$ cat config.mk
export PLATFORM = sky130hd
export DESIGN_NAME = fsa_block_mem
export DESIGN_NICKNAME = d
export VERILOG_FILES = /design/src/hdl/fsa_pkg.sv /design/src/hdl/fsa_block_mem.sv
export SDC_FILE = /design/constraint.sdc
export NUM_CORES = 1
export LEC_CHECK = 0
export ABC_CLOCK_PERIOD_IN_PS = 14000
export BUFFER_PORTS_ARGS = -buffer_cell sky130_fd_sc_hd__buf_4
export CAP_MARGIN = 20
export CORE_MARGIN = 4
export CORE_UTILIZATION = 60
export DETAILED_ROUTE_END_ITERATION = 8
export HOLD_SLACK_MARGIN = 0.15
export PLACE_DENSITY = 0.83
export SLEW_MARGIN = 15
export SYNTH_ARGS = -nofsm -noshare
export SYNTH_HDL_FRONTEND = slang
export SYNTH_SLANG_ARGS = --single-unit
$ cat constraint.sdc
create_clock -name aclk -period 14 [get_ports aclk]
set_clock_uncertainty 0.15 [all_clocks]
set_input_delay 2.1 -clock aclk [delete_from_list [all_inputs] [get_ports aclk]]
set_output_delay 2.1 -clock aclk [all_outputs]
set_load 0.1 [all_outputs]
$ cat src/hdl/fsa_pkg.sv
`timescale 1ns / 1ps
// ---------------------------------------------------------------------------
// fsa_pkg
// Shared types, sizes and codes of the frame stack arena allocator.
// ---------------------------------------------------------------------------
package fsa_pkg;

    // Alignment must stay a power of two: rounding is done with a mask.
    localparam int unsigned ALIGN_BYTES     = 16;
    localparam int unsigned FRAME_HDR_BYTES = 16;
    localparam int unsigned BLOCK_HDR_BYTES = 32;
    localparam int unsigned HEAD_HDR_BYTES  = 48;
    localparam int unsigned MAX_BLOCKS      = 8;
    localparam int unsigned MAX_FRAMES      = 64;

    localparam int unsigned FRM_SZ = ((FRAME_HDR_BYTES + ALIGN_BYTES - 1) / ALIGN_BYTES)
                                     * ALIGN_BYTES;
    localparam int unsigned BLK_SZ = ((BLOCK_HDR_BYTES + ALIGN_BYTES - 1) / ALIGN_BYTES)
                                     * ALIGN_BYTES;
    localparam int unsigned HED_SZ = ((HEAD_HDR_BYTES + ALIGN_BYTES - 1) / ALIGN_BYTES)
                                     * ALIGN_BYTES;
    localparam int unsigned FIRST_USED = HED_SZ + BLK_SZ + FRM_SZ;

    localparam int unsigned BLK_AW = $clog2(MAX_BLOCKS);
    localparam int unsigned FRM_AW = $clog2(MAX_FRAMES);
    localparam int unsigned CNT_W  = BLK_AW + 1;
    localparam int unsigned DEP_W  = FRM_AW + 1;
    localparam int unsigned FADR_W = BLK_AW + FRM_AW;

    localparam logic [15:0] CNT_MAX = 16'hFFFF;

    localparam logic [1:0] KIND_ALLOC   = 2'd0;
    localparam logic [1:0] KIND_PUSH    = 2'd1;
    localparam logic [1:0] KIND_POP     = 2'd2;
    localparam logic [1:0] KIND_RESTART = 2'd3;

    localparam logic [2:0] ST_OK     = 3'd0;
    localparam logic [2:0] ST_UNDER  = 3'd1;
    localparam logic [2:0] ST_OVER   = 3'd2;
    localparam logic [2:0] ST_LIMIT  = 3'd3;
    localparam logic [2:0] ST_SLOT   = 3'd4;
    localparam logic [2:0] ST_CNT    = 3'd5;
    localparam logic [2:0] ST_HALTED = 3'd6;
    localparam logic [2:0] ST_BADCFG = 3'd7;

    localparam logic REG_BLOCK_SIZE  = 1'b0;
    localparam logic REG_TOTAL_LIMIT = 1'b1;

    typedef struct packed {
        logic [1:0]         kind;
        logic signed [31:0] request_size;
    } fsa_in_t;

    typedef struct packed {
        logic [2:0]  status;
        logic        has_address;
        logic [2:0]  block_index;
        logic [31:0] byte_offset;
        logic [31:0] bytes_used;
        logic [31:0] bytes_reserved;
        logic [31:0] overhead_bytes;
    } fsa_out_t;

    // Block record; the top frame mark is kept here, the marks below it in frame memory.
    typedef struct packed {
        logic [31:0]      total;
        logic [31:0]      used;
        logic [DEP_W-1:0] depth;
        logic [31:0]      top_off;
        logic [15:0]      top_cnt;
    } fsa_blk_t;

    typedef struct packed {
        logic [31:0] off;
        logic [15:0] cnt;
    } fsa_frm_t;

endpackage

$ cat src/hdl/fsa_block_mem.sv
`timescale 1ns / 1ps
// ---------------------------------------------------------------------------
// fsa_block_mem
// Block record memory: one write port, one registered read port.
// ---------------------------------------------------------------------------
module fsa_block_mem
    import fsa_pkg::*;
(
    input  logic              aclk,
    input  logic              wr_en,
    input  logic [BLK_AW-1:0] wr_addr,
    input  fsa_blk_t          wr_data,
    input  logic [BLK_AW-1:0] rd_addr,
    output fsa_blk_t          rd_data
);

    fsa_blk_t mem [MAX_BLOCKS];
    fsa_blk_t rd_data_reg;

    always_ff @(posedge aclk) begin
        if (wr_en) begin
            mem[wr_addr] <= wr_data;
        end
        rd_data_reg <= mem[rd_addr];
    end

    assign rd_data = rd_data_reg;

endmodule

## Word-level counts from Yosys, hierarchy flattened

Memories as Yosys holds them, arrays and structs flattened. A register that Yosys moved wholly into a read port is not among the register bits.
Index checks and enable logic that the tools add are counted.

| word-level totals | value |
|---|---|
| register bits | 0 |
| RAM bits | 952 |
| input port bits | 127 |
| word-level logic and storage cells | 3 |
| memories | 1 |

Memory list:

| name | depth | bits a word | rd ports | clocked after memory_dff | write ports | line | text |
|---|---|---|---|---|---|---|---|
| mem | 8 | 119 | 1 | 1 | 1 | fsa_block_mem.sv:17 | `fsa_blk_t mem [MAX_BLOCKS];` |

| operators by class | value |
|---|---|
| muxes and demuxes | 2 |

Operator list:

| cell | number |
|---|---|
| 1-bit 2-to-1 mux | 2 |

## Logic depth before layout (Yosys ltp)

Gate-level depths: netlist (run 1).

| depth | value |
|---|---|
| word-level depth | 2 |
| depth in mapped cells | 5 |

## Worst setup path after synthesis (run 1)

OpenSTA, ideal clock, no wires.

| timing path | value |
|---|---|
| kind | in2reg |
| start | input port wr_addr[0] |
| end | memory mem[0][0] (netlist bit) (enable) |
| arrival time | 10.319 ns |
| data required time | 13.106 ns |
| path slack | 2.786 ns |
| stages | 1 |
| path buffers | 0 |
| path through | nor3_1 |

RTL lines:

| what | line | text |
|---|---|---|
| from (decl) | fsa_block_mem.sv:11 | `input logic [BLK_AW-1:0] wr_addr,` |
| to (decl) | fsa_block_mem.sv:17 |  |

Straight into the memory's write port.

==> qor.yml, run 1 <==
sta:
  setup_tns_ns: 0
  period_minus_slack_ns: 4.43
  setup_viol: 0
  slew_violations: 0
  fmaxAchievable_ghz: 0.226
  period_share_pct: 31.6
  rsz0062_at_grt: "no"
  relSlewSlack_pct: 29.4
  tightestPinTransition_ns: 1.06
  hold_viol: 0
clocking:
  path_clk_slew_ns: 0.06
  cts.sinks: 1071
  ctsHoldBuffers: 0
  cts_tree: "done"
  cts_resized: 0
  cts_setup_buffers: 0
  cts_inserted_buffers: 101
  cts-root-buf: "clkbuf_16"
  h-tree-depth: 3
  clk_path_buf_depth: 3
  clock_latency_ns: 0.64
global_route:
  grt_max_degree: 120
  grt_pass1_vias: 17850
  gr-total-overflow: 0
  grt_usage_pct: 22.4
  grt_pass1_wl_um: 112000
  antenna_found_initial: 6
min_path:
  worstHoldStart: "mem[0][67]"
  holdPathStages: 2
  min_to: "rd_data[67]"
  holdCritPathClass: "flip-flop to flip-flop"
route:
  wl_per_cell_um: 27.6
  ant_nets: 0
  vias: 16729
  firstDrtPassIters: 8
  drc: 0
  viasPerCell: 6.10
  wirelength_um: 75600
  drtIter0Drc: 1579
setup_path:
  worst_path_largest_cell_delay_ns: 0.89
  cp_cell_sequence: "buf_8 -> buf_4 -> mux4_1 -> mux2_2"
  crit_path_top_delay_cell: "buf_4"
  regToRegEndpoint: "rd_data[118]"
  crit_type: "input pin to flip-flop"
  reg2reg_slack_ns: 12.48
  crit_fanout: 87
  worst-path-buf-inv: 2
  reg2reg_from: "mem[0][118]"
  arrival_ns: 4.79
  startpoint_type: "input pin"
  worstPathRequired_ns: 14.36
  worstRegToRegCells: 2
  crit_path_end_kind: "flip-flop"
  critPathTopFamily: "buffers and inverters"
pwr:
  vdd_drop_max_mv: 0.106
  power_density_nw_per_um2: 158
  p_leak_nw: 15.0
outcome:
  status: "finished clean"
yosys:
  netlist.top_cell.by_area: "edfxtp_1"
  synth_seq_cells: 1071
  syn-cell-area_um2: 38600
  synth_area_per_cell_um2: 25.6
  synthesis.nets: 1634
  ys_seq_area_share_pct: 80.3
  synth_top_area_share_pct: 74.1
  yosysWarnings: 0
  postSynthCellCount: 1507
  synth.distinct_cells: 15
  synth.area.top_cells: "edfxtp_1, mux4_2, dfxtp_1"
final_layout:
  layout_commonest_cell: "edfxtp_1"
  nNetsFinal: 1933
  fillCellCount: 3562
  stdcell_count: 2744
  synthToLayoutAreaGrowth_pct: 15.8
  drive_above_1_share_pct: 37.6
  layout_common_cells: "edfxtp_1, buf_4, mux4_2"
  largest_register_ffs: 952
floorplanning:
  die_area_um2: 68400
  initial_core_util_pct: 60.9
  die_y_um: 262
  die_w_um: 262
  core_area_um2: 63300
  io_pins: 246
  row_count: 92
place:
  hpwl_um: 37000
  place_inst: 2549
  gp_congestion: 0.702
  portBuffers: 245
flow_run:
  drv_cap: 0
-- layout make-up --
cell class / count / area [um^2] / share of cell area, %
clock inverters: 56 / 566 / 1.27
diodes: 5 / 12.5 / 0.0280
well taps: 846 / 1060 / 2.37
flip-flops and latches: 1071 / 31000 / 69.3
clock buffers: 134 / 2890 / 6.46
multi-input cells: 370 / 7130 / 16.0
repair buffers: 262 / 2050 / 4.58
-- synth_stat cells (all sizes together) --
master and number:
mux2 119, nand2 2, mux4 238, nand2b 3, buf 40, edfxtp 952, nor3 2, nor2 6
clkbuf 26, dfxtp 119
-- cell families (layout without fill, tap and decap cells) --
| logic type | count (synthesis) | in the layout | synth area share (%) |
|---|---|---|---|
| DFF | 1071 | 1071 | 80.3 |
| other | 0 | 5 | 0 |
| and+or+nand+nor | 13 | 13 | 0.152 |
| buffers and inverters | 66 | 452 | 1.37 |
| muxes | 357 | 357 | 18.2 |
-- routing by layer --
| metal | up-vias | global-route usage [%] | part of all wire [%] |
|---|---|---|---|
| met5 | - | 0 | 0.042 |
| met4 | 4 | 6.93 | 2.5 |
| met3 | 120 | 4.43 | 6.5 |
| met2 | 544 | 36.7 | 51 |
| met1 | 8985 | 31.1 | 40 |
| li1 | 7076 | - | - |
-- worst max-delay path by stage --
stage / from / to / depth (start not counted)
after floorplan: wr_addr[0] / mem[0][0] / 1
after global placement: rd_addr[0] / rd_data[71] / 4
after detailed placement: rd_addr[0] / rd_data[54] / 4
after CTS: rd_addr[0] / rd_data[72] / 4
after global routing: rd_addr[0] / rd_data[72] / 4
final: rd_addr[0] / rd_data[41] / 4
-- stage by stage --
stage               power, mW  area (um^2)  utilization [%]  setup slack [ns]  hold WS [ns]
floorplan                4.17        38600                -              2.79         0.491
global placement         4.33        41200             65.1              8.92         0.498
detailed placement       4.35        41200             65.1              8.86         0.511
CTS                      7.11        44700             70.5              9.54         0.526
global route             7.28        44700             70.6              9.35         0.549
finish                   7.05        44700             70.6              9.57         0.521
-- worst register-to-register path: cells and delay by family, from the launching register on --
| family | cells | cell delay (ns) |
|---|---|---|
| multiplexers | 2 | 0.84 |
| flip-flops | 1 | 0.41 |
-- report_power, final --
part	switching [mW]	leakage, nW	internal [mW]
Combinational	0.440	3.65	0.188
Sequential	0.0415	9.65	3.61
Clock	1.15	1.70	1.62
Power figures use the tool's default switching activity.
==> run 2, diff against run 1 <==
Settings changed: ABC_CLOCK_PERIOD_IN_PS 14000 to 3900, CORE_UTILIZATION 60 to 54, PLACE_DENSITY 0.83 to 0.79.
Clock period 14 ns to 3.9 ns, I/O delays scaled along.
==> run 2 against run 1 <==
Compared with the run above:
- sequential share of layout area decreased by 2.5 points
- register-to-register slack got worse by 10 ns
- first-iteration DRC count decreased by 14%
- global-route usage decreased by 2.0 points
- largest cell class unchanged
- largest power group unchanged
==> qor.yml, run 2 (synthesis results as in run 1) <==
route:
  wl_met3_um: 4000
  drtIter0Drc: 1354
  vias: 17014
  route.top_layer_used: "met5"
  ant_nets: 0
  viasPerCell: 5.70
  m1WireLength_um: 29800
  routed-wl-met2_um: 40500
  wl_per_cell_um: 25.4
  drc: 0
  firstDrtPassIters: 7
  wirelength_um: 75800
final_layout:
  utilization_pct: 65.8
  layout_commonest_cell: "edfxtp_1"
  synthToLayoutAreaGrowth_pct: 20.1
  largest_register_ffs: 952
  final_area_um2: 46300
  stdcell_count: 2983
  layout_common_cells: "edfxtp_1, buf_4, mux4_2"
  nNetsFinal: 2075
  drive_above_1_share_pct: 35.2
clocking:
  clock_latency_ns: 0.65
  ctsHoldBuffers: 119
  cts_resized: 0
  cts_inserted_buffers: 104
  path_clk_slew_ns: 0.06
  cts_tree: "done"
  h-tree-depth: 3
  cts-root-buf: "clkbuf_16"
  cts_setup_buffers: 0
  cts.sinks: 1071
  clk_path_buf_depth: 3
global_route:
  grt_pass1_vias: 18257
  grt_usage_pct: 20.4
  gr-total-overflow: 0
  grt_max_degree: 86
  grt_pass1_wl_um: 115000
  antenna_found_initial: 6
sta:
  hold_viol: 0
  setup_viol: 0
  fmaxAchievable_ghz: 0.478
  tightestPinTransition_ns: 0.817
  rsz0062_at_grt: "no"
  relSlewSlack_pct: 45.6
  holdWs_ns: 0.347
  period_share_pct: 53.6
  period_minus_slack_ns: 2.09
  setup_slack_ns: 1.81
  slew_violations: 0
flow_run:
  drv_cap: 0
setup_path:
  crit_type: "flip-flop to primary output"
  worstRegToRegCells: 2
  crit_path_end_kind: "primary output"
  crit_path_top_delay_cell: "dfxtp_1"
  startpoint_type: "flip-flop"
  cp.depth: 1
  cp_cell_sequence: "buf_4"
  crit_fanout: 1
  arrival_ns: 1.36
  worstPathRequired_ns: 3.16
  critPathTopFamily: "flip-flops"
  worst_path_largest_cell_delay_ns: 0.39
  worst-path-buf-inv: 1
place:
  dpl-instance-area_um2: 41700
  place_inst: 2663
  place_ws_ns: 1.26
  hpwl_um: 39300
  portBuffers: 245
  gp_congestion: 0.685
pwr:
  seqPwrFrac_pct: 51.6
  share_comb_of_total_power_pct: 9.4
  switching_share_pct: 23.1
  p_int_mw: 19.5
  power_frac_clock_pct: 39.0
  power.switching_mw: 5.86
  vdd_drop_max_mv: 0.433
  power_density_nw_per_um2: 548
  p_leak_nw: 15.6
floorplanning:
  die_y_um: 275
  io_pins: 246
  row_count: 97
  core_area_um2: 70400
  die_w_um: 275
  die_area_um2: 75800
  initial_core_util_pct: 54.8
min_path:
  holdCritPathClass: "input pin to flip-flop"
  holdPathStages: 2
outcome:
  status: "finished clean"
==> run 2: cell types whose count changed in the layout (fill, tap and decap cells not counted), sizes merged, moves of 6 or more <==
| cell | before | now |
|---|---|---|
| inv | 1 | 7 |
| dlygate4sd3 | 0 | 119 |
| clkbuf | 134 | 148 |
| clkinv | 40 | 25 |
| buf | 262 | 282 |
==> run 2: path summary, 6_finish.rpt <==
kind	start	to	slack [ns]
worst max-delay path	rd_data[118]	rd_data[118]	1.81
worst min-delay path	rd_addr[1]	rd_data[101]	0.35
worst max register to register	mem[3][107]	rd_data[107]	2.29
worst min register to register	mem[5][79]	rd_data[79]	0.51
==> run 2: layer usage <==
| layer | vias to the layer above | GRT usage [%] |
|---|---|---|
| li1 | 7357 | - |
| met1 | 9014 | 26.8 |
| met2 | 528 | 35.7 |
| met3 | 107 | 3.43 |
| met4 | 8 | 5.55 |
| met5 | - | 0 |
==> run 2: area by class of cell <==
class	instances	area [um^2]
sequential	1071	31000
fill	4320	24000
multi-input combinational	370	7170
timing repair buffer	401	3610
clock buffer	148	2850
tap	940	1180
clock inverter	50	562
antenna	3	7.51
==> run 2: power groups by stage <==
stage                     clock (mW)  combinational (mW)  sequential [mW]
after floorplan                    0               0.676             14.3
after global placement             0                2.25             13.3
after detailed placement           0                2.29             13.3
after CTS                       10.1                2.40             13.1
after global routing            10.7                2.49             13.1
final                           9.89                2.39             13.1
==> run 2: stage by stage <==
step / power [mW] / setup TNS [ns]
floorplan: 15.0 / -382.86
global placement: 15.6 / 0
detailed placement: 15.6 / 0
CTS: 25.6 / 0
global route: 26.3 / 0
finish: 25.4 / 0
